[src/rtl/fpu_pkg.sv]
// Package: payload types and constants for the single-precision float unit.
package fpu_pkg;

  typedef enum logic [1:0] {
    OP_ENCODE = 2'd0,
    OP_MUL    = 2'd1,
    OP_ADD    = 2'd2,
    OP_NONE   = 2'd3
  } op_t;

  localparam logic [9:0]  EXP_BIAS      = 10'd127;
  localparam logic [9:0]  ENC_EXP_BASE  = 10'd95;
  localparam logic [31:0] SIGN_BIT      = 32'h8000_0000;
  localparam logic [23:0] HIDDEN        = 24'h80_0000;

  typedef struct packed {
    logic [1:0]         op;
    logic signed [31:0] int_part;
    logic [31:0]        frac_part;
    logic [31:0]        a_bits;
    logic [31:0]        b_bits;
  } in_t;

  typedef struct packed {
    logic [31:0] result_bits;
    logic        exponent_error;
  } out_t;

  // Position of leading one in a 64-bit word (0 when zero).
  function automatic logic [5:0] lead64(input logic [63:0] v);
    logic [5:0] p;
    p = 6'd0;
    for (int i = 0; i < 64; i++) begin
      if (v[i]) p = 6'(i);
    end
    return p;
  endfunction

  // Leading zeros above bit 23 of a 24-bit word (24 when zero).
  function automatic logic [4:0] lz24(input logic [23:0] v);
    logic [4:0] n;
    n = 5'd24;
    for (int i = 0; i < 24; i++) begin
      if (v[i]) n = 5'(23 - i);
    end
    return n;
  endfunction

  function automatic logic pack_err(input logic signed [10:0] e);
    return (e < 11'sd1) || (e > 11'sd254);
  endfunction

endpackage

[src/rtl/fpu_pipe.sv]
// Module: three-stage datapath for encode, multiply and add.
module fpu_pipe (
  input  logic          clk,
  input  logic          rst,
  input  logic          adv,
  input  logic          in_vld,
  input  fpu_pkg::in_t  din,
  output logic          out_vld,
  output fpu_pkg::out_t dout
);
  import fpu_pkg::*;

  // Stage 1: decode, align, multiply, leading-one search
  logic        v1;
  logic [1:0]  op1;
  logic        zero1;
  logic [31:0] pass1;
  logic        sign1;
  logic signed [10:0] exp1;
  logic [63:0] encm1;
  logic [5:0]  encp1;
  logic [47:0] prod1;
  logic        sub1;
  logic [23:0] ma1;
  logic [23:0] mb1;
  logic        sa1;
  logic        sb1;

  logic [31:0] a;
  logic [31:0] b;
  logic [7:0]  ea;
  logic [7:0]  eb;
  logic [23:0] sma;
  logic [23:0] smb;
  logic [7:0]  dab;
  logic [7:0]  dba;
  logic [31:0] mag;
  logic [63:0] encm;
  logic        aza;
  logic        azb;

  always_comb begin
    a    = din.a_bits;
    b    = din.b_bits;
    ea   = a[30:23];
    eb   = b[30:23];
    sma  = {1'b1, a[22:0]};
    smb  = {1'b1, b[22:0]};
    dab  = ea - eb;
    dba  = eb - ea;
    aza  = (a[30:0] == 31'd0);
    azb  = (b[30:0] == 31'd0);
    mag  = din.int_part[31] ? (32'd0 - din.int_part) : din.int_part;
    encm = {mag, din.frac_part};
  end

  always_ff @(posedge clk) begin
    if (rst) begin
      v1 <= 1'b0;
    end else if (adv) begin
      v1 <= in_vld;
    end
    if (adv) begin
      op1   <= din.op;
      encm1 <= encm;
      encp1 <= lead64(encm);
      prod1 <= sma * smb;
      sa1   <= a[31];
      sb1   <= b[31];
      sub1  <= a[31] ^ b[31];
      pass1 <= 32'd0;
      zero1 <= 1'b0;
      sign1 <= 1'b0;
      exp1  <= 11'sd0;
      ma1   <= sma;
      mb1   <= smb;
      case (din.op)
        OP_ENCODE: begin
          sign1 <= din.int_part[31];
          zero1 <= (mag[30:0] == 31'd0) && (din.frac_part == 32'd0);
        end
        OP_MUL: begin
          sign1 <= a[31] ^ b[31];
          zero1 <= aza || azb;
          exp1  <= 11'(signed'({3'b0, ea})) + 11'(signed'({3'b0, eb}))
                   - 11'(signed'({1'b0, EXP_BIAS}));
        end
        OP_ADD: begin
          zero1 <= aza || azb;
          pass1 <= (aza && azb) ? 32'd0 : (aza ? b : a);
          if (ea >= eb) begin
            exp1 <= 11'(signed'({3'b0, ea}));
            mb1  <= (dab >= 8'd32) ? 24'd0 : (smb >> dab);
          end else begin
            exp1 <= 11'(signed'({3'b0, eb}));
            ma1  <= (dba >= 8'd32) ? 24'd0 : (sma >> dba);
          end
        end
        default: begin
          zero1 <= 1'b1;
        end
      endcase
    end
  end

  // Stage 2: add/subtract, encode shift, multiply normalize
  logic        v2;
  logic [1:0]  op2;
  logic        zero2;
  logic [31:0] pass2;
  logic        sign2;
  logic signed [10:0] exp2;
  logic [24:0] m2;
  logic [4:0]  lz2;
  logic [22:0] mant2;

  logic [24:0] sum;
  logic [23:0] dif;
  logic [63:0] encs;

  always_comb begin
    sum  = {1'b0, ma1} + {1'b0, mb1};
    dif  = (ma1 > mb1) ? (ma1 - mb1) : (mb1 - ma1);
    encs = encm1 << (6'd63 - encp1);
  end

  always_ff @(posedge clk) begin
    if (rst) begin
      v2 <= 1'b0;
    end else if (adv) begin
      v2 <= v1;
    end
    if (adv) begin
      op2   <= op1;
      pass2 <= zero1 ? pass1 : 32'd0;
      zero2 <= zero1;
      sign2 <= sign1;
      exp2  <= exp1;
      m2    <= 25'd0;
      lz2   <= 5'd0;
      mant2 <= 23'd0;
      case (op1)
        OP_ENCODE: begin
          exp2  <= 11'(signed'({1'b0, ENC_EXP_BASE})) + 11'(signed'({5'b0, encp1}));
          mant2 <= encs[62:40];
        end
        OP_MUL: begin
          if (prod1[47]) begin
            exp2  <= exp1 + 11'sd1;
            mant2 <= prod1[46:24];
          end else begin
            mant2 <= prod1[45:23];
          end
        end
        OP_ADD: begin
          if (!sub1) begin
            sign2 <= sa1;
            m2    <= sum;
          end else begin
            sign2 <= (ma1 > mb1) ? sa1 : sb1;
            m2    <= {1'b0, dif};
            lz2   <= lz24(dif);
            if (ma1 == mb1) zero2 <= 1'b1;
          end
        end
        default: begin
        end
      endcase
    end
  end

  // Stage 3: add normalize and pack
  logic [31:0] r3;
  logic        e3;
  logic signed [10:0] ex;
  logic [22:0] mn;
  logic [31:0] pk;
  logic [23:0] sh;

  always_comb begin
    ex = exp2;
    mn = mant2;
    sh = m2[23:0] << lz2;
    if (op2 == OP_ADD) begin
      if (m2[24]) begin
        ex = exp2 + 11'sd1;
        mn = m2[23:1];
      end else begin
        ex = exp2 - 11'(signed'({6'b0, lz2}));
        mn = sh[22:0];
      end
    end
    pk = {sign2, ex[7:0], mn};
    r3 = pk;
    e3 = pack_err(ex);
    if (zero2) begin
      r3 = (op2 == OP_ADD) ? pass2 : 32'd0;
      e3 = 1'b0;
    end else if (op2 == OP_ADD && pk == SIGN_BIT) begin
      r3 = 32'd0;
    end
  end

  always_ff @(posedge clk) begin
    if (rst) begin
      out_vld <= 1'b0;
    end else if (adv) begin
      out_vld <= v2;
    end
    if (adv) begin
      dout.result_bits    <= r3;
      dout.exponent_error <= e3;
    end
  end

  always_ff @(posedge clk) begin
    if (!rst && v2 && op2 == OP_ENCODE && !zero2) begin
      assert (!pack_err(exp2)) else $error("encode exponent out of range");
    end
  end

  a_none_zero: assert property (@(posedge clk) disable iff (rst)
    (adv && v1 && op1 == OP_NONE) |=> zero2);
  a_mul_prod: assert property (@(posedge clk) disable iff (rst)
    (v1 && op1 == OP_MUL && !zero1) |-> (prod1[47] || prod1[46]));
  a_vld_flow: assert property (@(posedge clk) disable iff (rst)
    adv |=> (out_vld == $past(v2)));
endmodule

[src/rtl/float32_encode_mul_add_unit.sv]
// Top level: pipelined single-precision encode, multiply and add unit.
// Accepts one transaction per cycle unless the pipe is stalled; each result
// is offered after passing three register stages (align and multiply, add and
// shift, normalise and pack, the last being the output register). The output
// stage stalls the whole pipe when the result is not taken, so in_ready
// follows out_ready or an empty slot.
module float32_encode_mul_add_unit (
  input  logic          clk,
  input  logic          rst,
  input  logic          in_valid,
  output logic          in_ready,
  input  fpu_pkg::in_t  in_data,
  output logic          out_valid,
  input  logic          out_ready,
  output fpu_pkg::out_t out_data
);
  import fpu_pkg::*;

  logic adv;

  assign adv      = out_ready || !out_valid;
  assign in_ready = adv;

  fpu_pipe u_pipe (
    .clk     (clk),
    .rst     (rst),
    .adv     (adv),
    .in_vld  (in_valid),
    .din     (in_data),
    .out_vld (out_valid),
    .dout    (out_data)
  );

  a_hold: assert property (@(posedge clk) disable iff (rst)
    (out_valid && !out_ready) |=> (out_valid && $stable(out_data)));
  a_rdy: assert property (@(posedge clk) disable iff (rst)
    !out_valid |-> in_ready);
  a_clear: assert property (@(posedge clk) rst |=> !out_valid);
endmodule
[config.mk]
export PLATFORM = sky130hd
export DESIGN_NAME = float32_encode_mul_add_unit
export DESIGN_NICKNAME = d
export VERILOG_FILES = /design/src/rtl/fpu_pkg.sv /design/src/rtl/fpu_pipe.sv /design/src/rtl/float32_encode_mul_add_unit.sv
export SDC_FILE = /design/constraint.sdc
export NUM_CORES = 2
export LEC_CHECK = 0
export BUFFER_PORTS_ARGS = -buffer_cell sky130_fd_sc_hd__clkbuf_2
export CORE_MARGIN = 4
export CORE_UTILIZATION = 55
export CTS_CLUSTER_SIZE = 12
export DETAILED_ROUTE_END_ITERATION = 16
export GPL_TIMING_DRIVEN = 0
export HOLD_SLACK_MARGIN = 0.1
export PLACE_DENSITY = 0.72
export SYNTH_ARGS = -nofsm -noshare
export SYNTH_HDL_FRONTEND = slang
export SYNTH_HIERARCHICAL = 1
export SYNTH_SLANG_ARGS = --single-unit
[constraint.sdc]
create_clock -name clk -period 16.75 [get_ports clk]
set_input_delay 3.35 -clock clk [delete_from_list [all_inputs] [get_ports clk]]
set_output_delay 3.35 -clock clk [all_outputs]
set_load 0.02 [all_outputs]
==> metrics.md <==
| Metric | Value |
|---|---|
| Outcome | `finished clean` |
| Most area-consuming cells after synthesis | `fa_1 (22%), edfxtp_1 (22%), ha_1 (8.2%), inv_1 (5.6%), nand2_1 (5.5%)` |
| Crit path launch type | `primary input` |
| Largest family of logic cells by synthesized area | `adder cells` |
| WS Path Type | `in -> reg` |
| Hold Vio Cnt, Final | `0` |
| Final Skew | `between 0.03 and 0.04 ns` |
| Worst endpoint required time | `17.07 ns` |
| CTS tree | `done` |
| Cts hold-fix bufs | `0` |
| Initial antenna violation count | `7` |
| Core area | `80400 sq um` |
| Largest net degree at the start of global routing | `72` |
| Post-DR wirelength/cell | `between 20 and 25 um` |
| Total power | `approximately 9.7 mW` |
| Highest metal used | `met5` |
| DRC | `0` |
| Crit path DAT | `13.90 ns` |
| Worst Hold End | `u_pipe/op2[1]$_DFFE_PP_` |
| Synth Cell Area | `44500 sq um` |
| Vias in the first global route | `37700` |
| Setup violators final | `0` |
| Slew Viols, Final | `0` |
| Total gr overflow | `0` |
| R2R Path End | `u_pipe/dout[0]$_SDFFCE_PP0P_` |
| Metal3 WL | `16800 um` |
| Synth Area in Simple Gates | `0.162` |
| RR Startpoint | `u_pipe/lz2[0]$_SDFFCE_PP0P_` |
| Cell taking the most area after synthesis | `fa_1` |
| Yosys warnings | `6` |
| Adder-Cell Fraction of Synth Area | `0.301` |
| Post-synth EDFFs | `around 320` |
| Static leakage | `between 20 and 25 nW` |
| Setup Buffers After CTS | `0` |
| 1st-iter DRT viols | `4033` |
| I/O Pins | `169` |
| Area grow syn2layout | `7.61%` |
| R2R depth | `17` |
| Worst-Skew Late Latency | `between 0.5 and 0.6 ns` |
| Drt first pass iters | `6` |
| Placer Congestion | `1.05` |
| Synth async-reset ratio | `0` |
| Via total after detailed routing | `38100` |
| Synth Area in Compound Gates | `0.125` |
| Mux cell area share after synthesis | `0.0806` |
| Root Buffer Master | `clkbuf_16` |
| Avg Cell Area, Syn | `around 9.1 sq um` |
| Site Rows | `104` |
| Post-cts sizing count | `0` |
| Initial core utilization | `0.554` |
| H-tree levels | `2` |
| DIE AREA | `85600 sq um` |
| Seq/Total Area, Yosys | `0.220` |
| # fillers | `around 7000` |
| Die width | `293 um` |
| P per Cell Area | `202 nW/um^2` |
| Share of cells above drive strength 1 | `0.0730` |
| Peak Freq | `0.0737 GHz` |
| Min-Delay Path Depth | `0` |
| Crit-path max FO | `10` |
| Die Y | `293 um` |
| All-layer global routing usage | `0.356` |
| Max Cap Viol | `0` |
| Fin util | `0.596` |
| CTS clk-pin slew, worst paths | `0.06 ns` |
| Wirelength, routed | `154000 um` |
| Synthesized net count | `5794` |
| Unrepaired setup endpoints after global routing | `false` |
| Yosys reg bits | `327` |
| First-pass GRT wire length | `232000 um` |
| Port Buffers | `163` |
| Post-Synth XOR/XNOR Area | `0.0275` |
| Mapped Cells | `4882` |
| Max clock buf depth | `3` |
| Via density per instance | `a little over 6` |
| Worst min path class | `reg -> reg` |
| R2R setup slack | `roughly 12 ns` |
| Routed wl met2 | `66100 um` |
| Yosys top cell area share | `0.219` |
| Synth Flop Type | `edfxtp_1` |
| Cts bufs inserted | `37` |
| HP Start | `u_pipe/op1[1]$_DFFE_PP_` |
| Rel. slew slack | `0.166` |
| CTS Sinks | `between 300 and 400` |
| Worst-margin pin slew | `1.25 ns` |
| Post-detail-place hpwl | `between 100000 and 150000 um` |
| # nets final | `6001` |
| Tcrit/Tclk final | `0.811` |
| Min cycle time layout | `13.58 ns` |
| M1 wire length | `62000 um` |
| Remaining antenna violation count after routing | `0` |
| Crit. End Element | `flip-flop` |
| Max VDD drop | `between 0.0015 and 0.002 V` |
| Yosys cell types | `86` |
[synth_stat cells, drive strengths merged, types with 10 or more instances]
master and number:
inv 664, nand2 647, fa 488, edfxtp 324
ha 290, and2 265, clkbuf 265, nor2 254
a21oi 248, o21ai 225, mux2i 138, xnor2 106
mux4 78, nand3 74, a211oi 67, nor3 58
buf 56, nor2b 45, a21o 41, mux2 40
nor4 38, xor2 34, nand2b 32, o211ai 30
o21bai 30, o31ai 30, a221oi 26, nand4 25
and3 24, or3 22, a31oi 20, a22oi 15
or4 14, a22o 13, o21a 11, a32o 10
[sequential cells by signal, indices dropped and copies added, names as in the netlist, 23 cells and up]
signal,count
u_pipe/pass2,32
u_pipe/ma1,24
u_pipe/encm1,63
u_pipe/mb1,24
u_pipe/m2,25
u_pipe/prod1,25
u_pipe/mant2,23
u_pipe/dout,33
u_pipe/pass1,32
[through the flow]
step | setup TNS [ns] | hold slack, ns | std cells | cell area, sq um | setup WS (ns)
CTS | 0 | 0.454 | 6172 | 47900 | 3.34
global placement | -1.99 | 0.432 | 6105 | 46700 | -1.99
global route | 0 | 0.477 | 6172 | 47900 | 3.04
floorplan | 0 | 0.424 | 4882 | 44500 | 2.07
detailed placement | 0 | 0.440 | 6110 | 46800 | 2.76
finish | 0 | 0.452 | 6178 | 47900 | 3.17
[how the worst max path moves through the flow]
| stage | endpoint | start | slack (ns) |
|---|---|---|---|
| after floorplan | in_ready | out_ready | 2.07 |
| final | u_pipe/prod1[45]$_DFFE_PP_ | in_data[42] | 3.17 |
| after global routing | u_pipe/prod1[45]$_DFFE_PP_ | in_data[42] | 3.04 |
| after global placement | in_ready | out_ready | -1.99 |
| after CTS | u_pipe/prod1[45]$_DFFE_PP_ | in_data[42] | 3.34 |
| after detailed placement | u_pipe/prod1[45]$_DFFE_PP_ | in_data[42] | 2.76 |
[cell families (layout without fill, tap and decap cells)]
kind of cell | count (synthesis) | count (layout)
simple gates | 1523 | 1523
buf+inv | 987 | 1217
compound gates | 871 | 871
fa+ha+maj | 778 | 778
flops | 327 | 327
mux | 256 | 256
xor+xnor | 140 | 140
other cells | 0 | 6
[cell usage in the layout (no fill, tap or decap), types with 41 or more instances in the layout]
| cell | n |
|---|---|
| mux4_2 | 78 |
| edfxtp_1 | 324 |
| clkbuf_2 | 163 |
| inv_1 | 662 |
| nand3_1 | 73 |
| xnor2_1 | 106 |
| a21oi_1 | 248 |
| nor3_1 | 56 |
| nor2b_1 | 45 |
| ha_1 | 290 |
| a211oi_1 | 67 |
| clkbuf_1 | 272 |
| nor2_1 | 253 |
| mux2i_1 | 138 |
| buf_1 | 44 |
| nand2_1 | 647 |
| and2_1 | 265 |
| o21ai_0 | 218 |
| fa_1 | 488 |
| a21o_1 | 41 |
[layer usage]
metal | track usage | vias to the layer above
met5 | 0 | -
met4 | 0.175 | 4
met3 | 0.0827 | 469
met2 | 0.534 | 2158
met1 | 0.491 | 18700
li1 | - | 16800
[where the power goes]
group,switching [mW],leakage (nW),total [mW],internal (mW)
Sequential,0.0972,3.65,1.43,1.34
Clock,0.327,0.529,0.744,0.417
Combinational,4.50,17.3,7.49,2.99
[layout make-up]
class | instances | area [sq um] | share of cell area
Clock inverter | 17 | 115 | 0.00240
Multi-Input combinational cell | 3568 | 31000 | 0.647
Timing Repair Buffer | 168 | 946 | 0.0197
Sequential cell | 327 | 9790 | 0.204
Tap cell | 1060 | 1330 | 0.0277
Antenna cell | 6 | 15.0 | 0.000313
Inverter | 666 | 2500 | 0.0522
Buffer | 321 | 1230 | 0.0258
Clock buffer | 45 | 977 | 0.0204
[critical path, cell delays in order]
cell,delay [ns]
clkbuf_2,0.26
clkbuf_1,0.82
clkbuf_1,0.94
nand2_1,0.20
fa_1,0.58
inv_1,0.05
fa_1,0.53
inv_1,0.06
fa_1,0.48
fa_1,0.55
inv_1,0.05
fa_1,0.52
inv_1,0.07
fa_1,0.48
inv_1,0.05
fa_1,0.44
ha_1,0.31
a21o_1,0.16
a211oi_1,0.39
nand3_1,0.12
a221oi_1,0.90
o31ai_1,0.45
a221oi_1,1.05
inv_1,0.16
a31o_2,0.33
a221oi_1,0.35
nand2b_1,0.16
a21oi_1,0.06
Power figures use the tool's default switching activity.
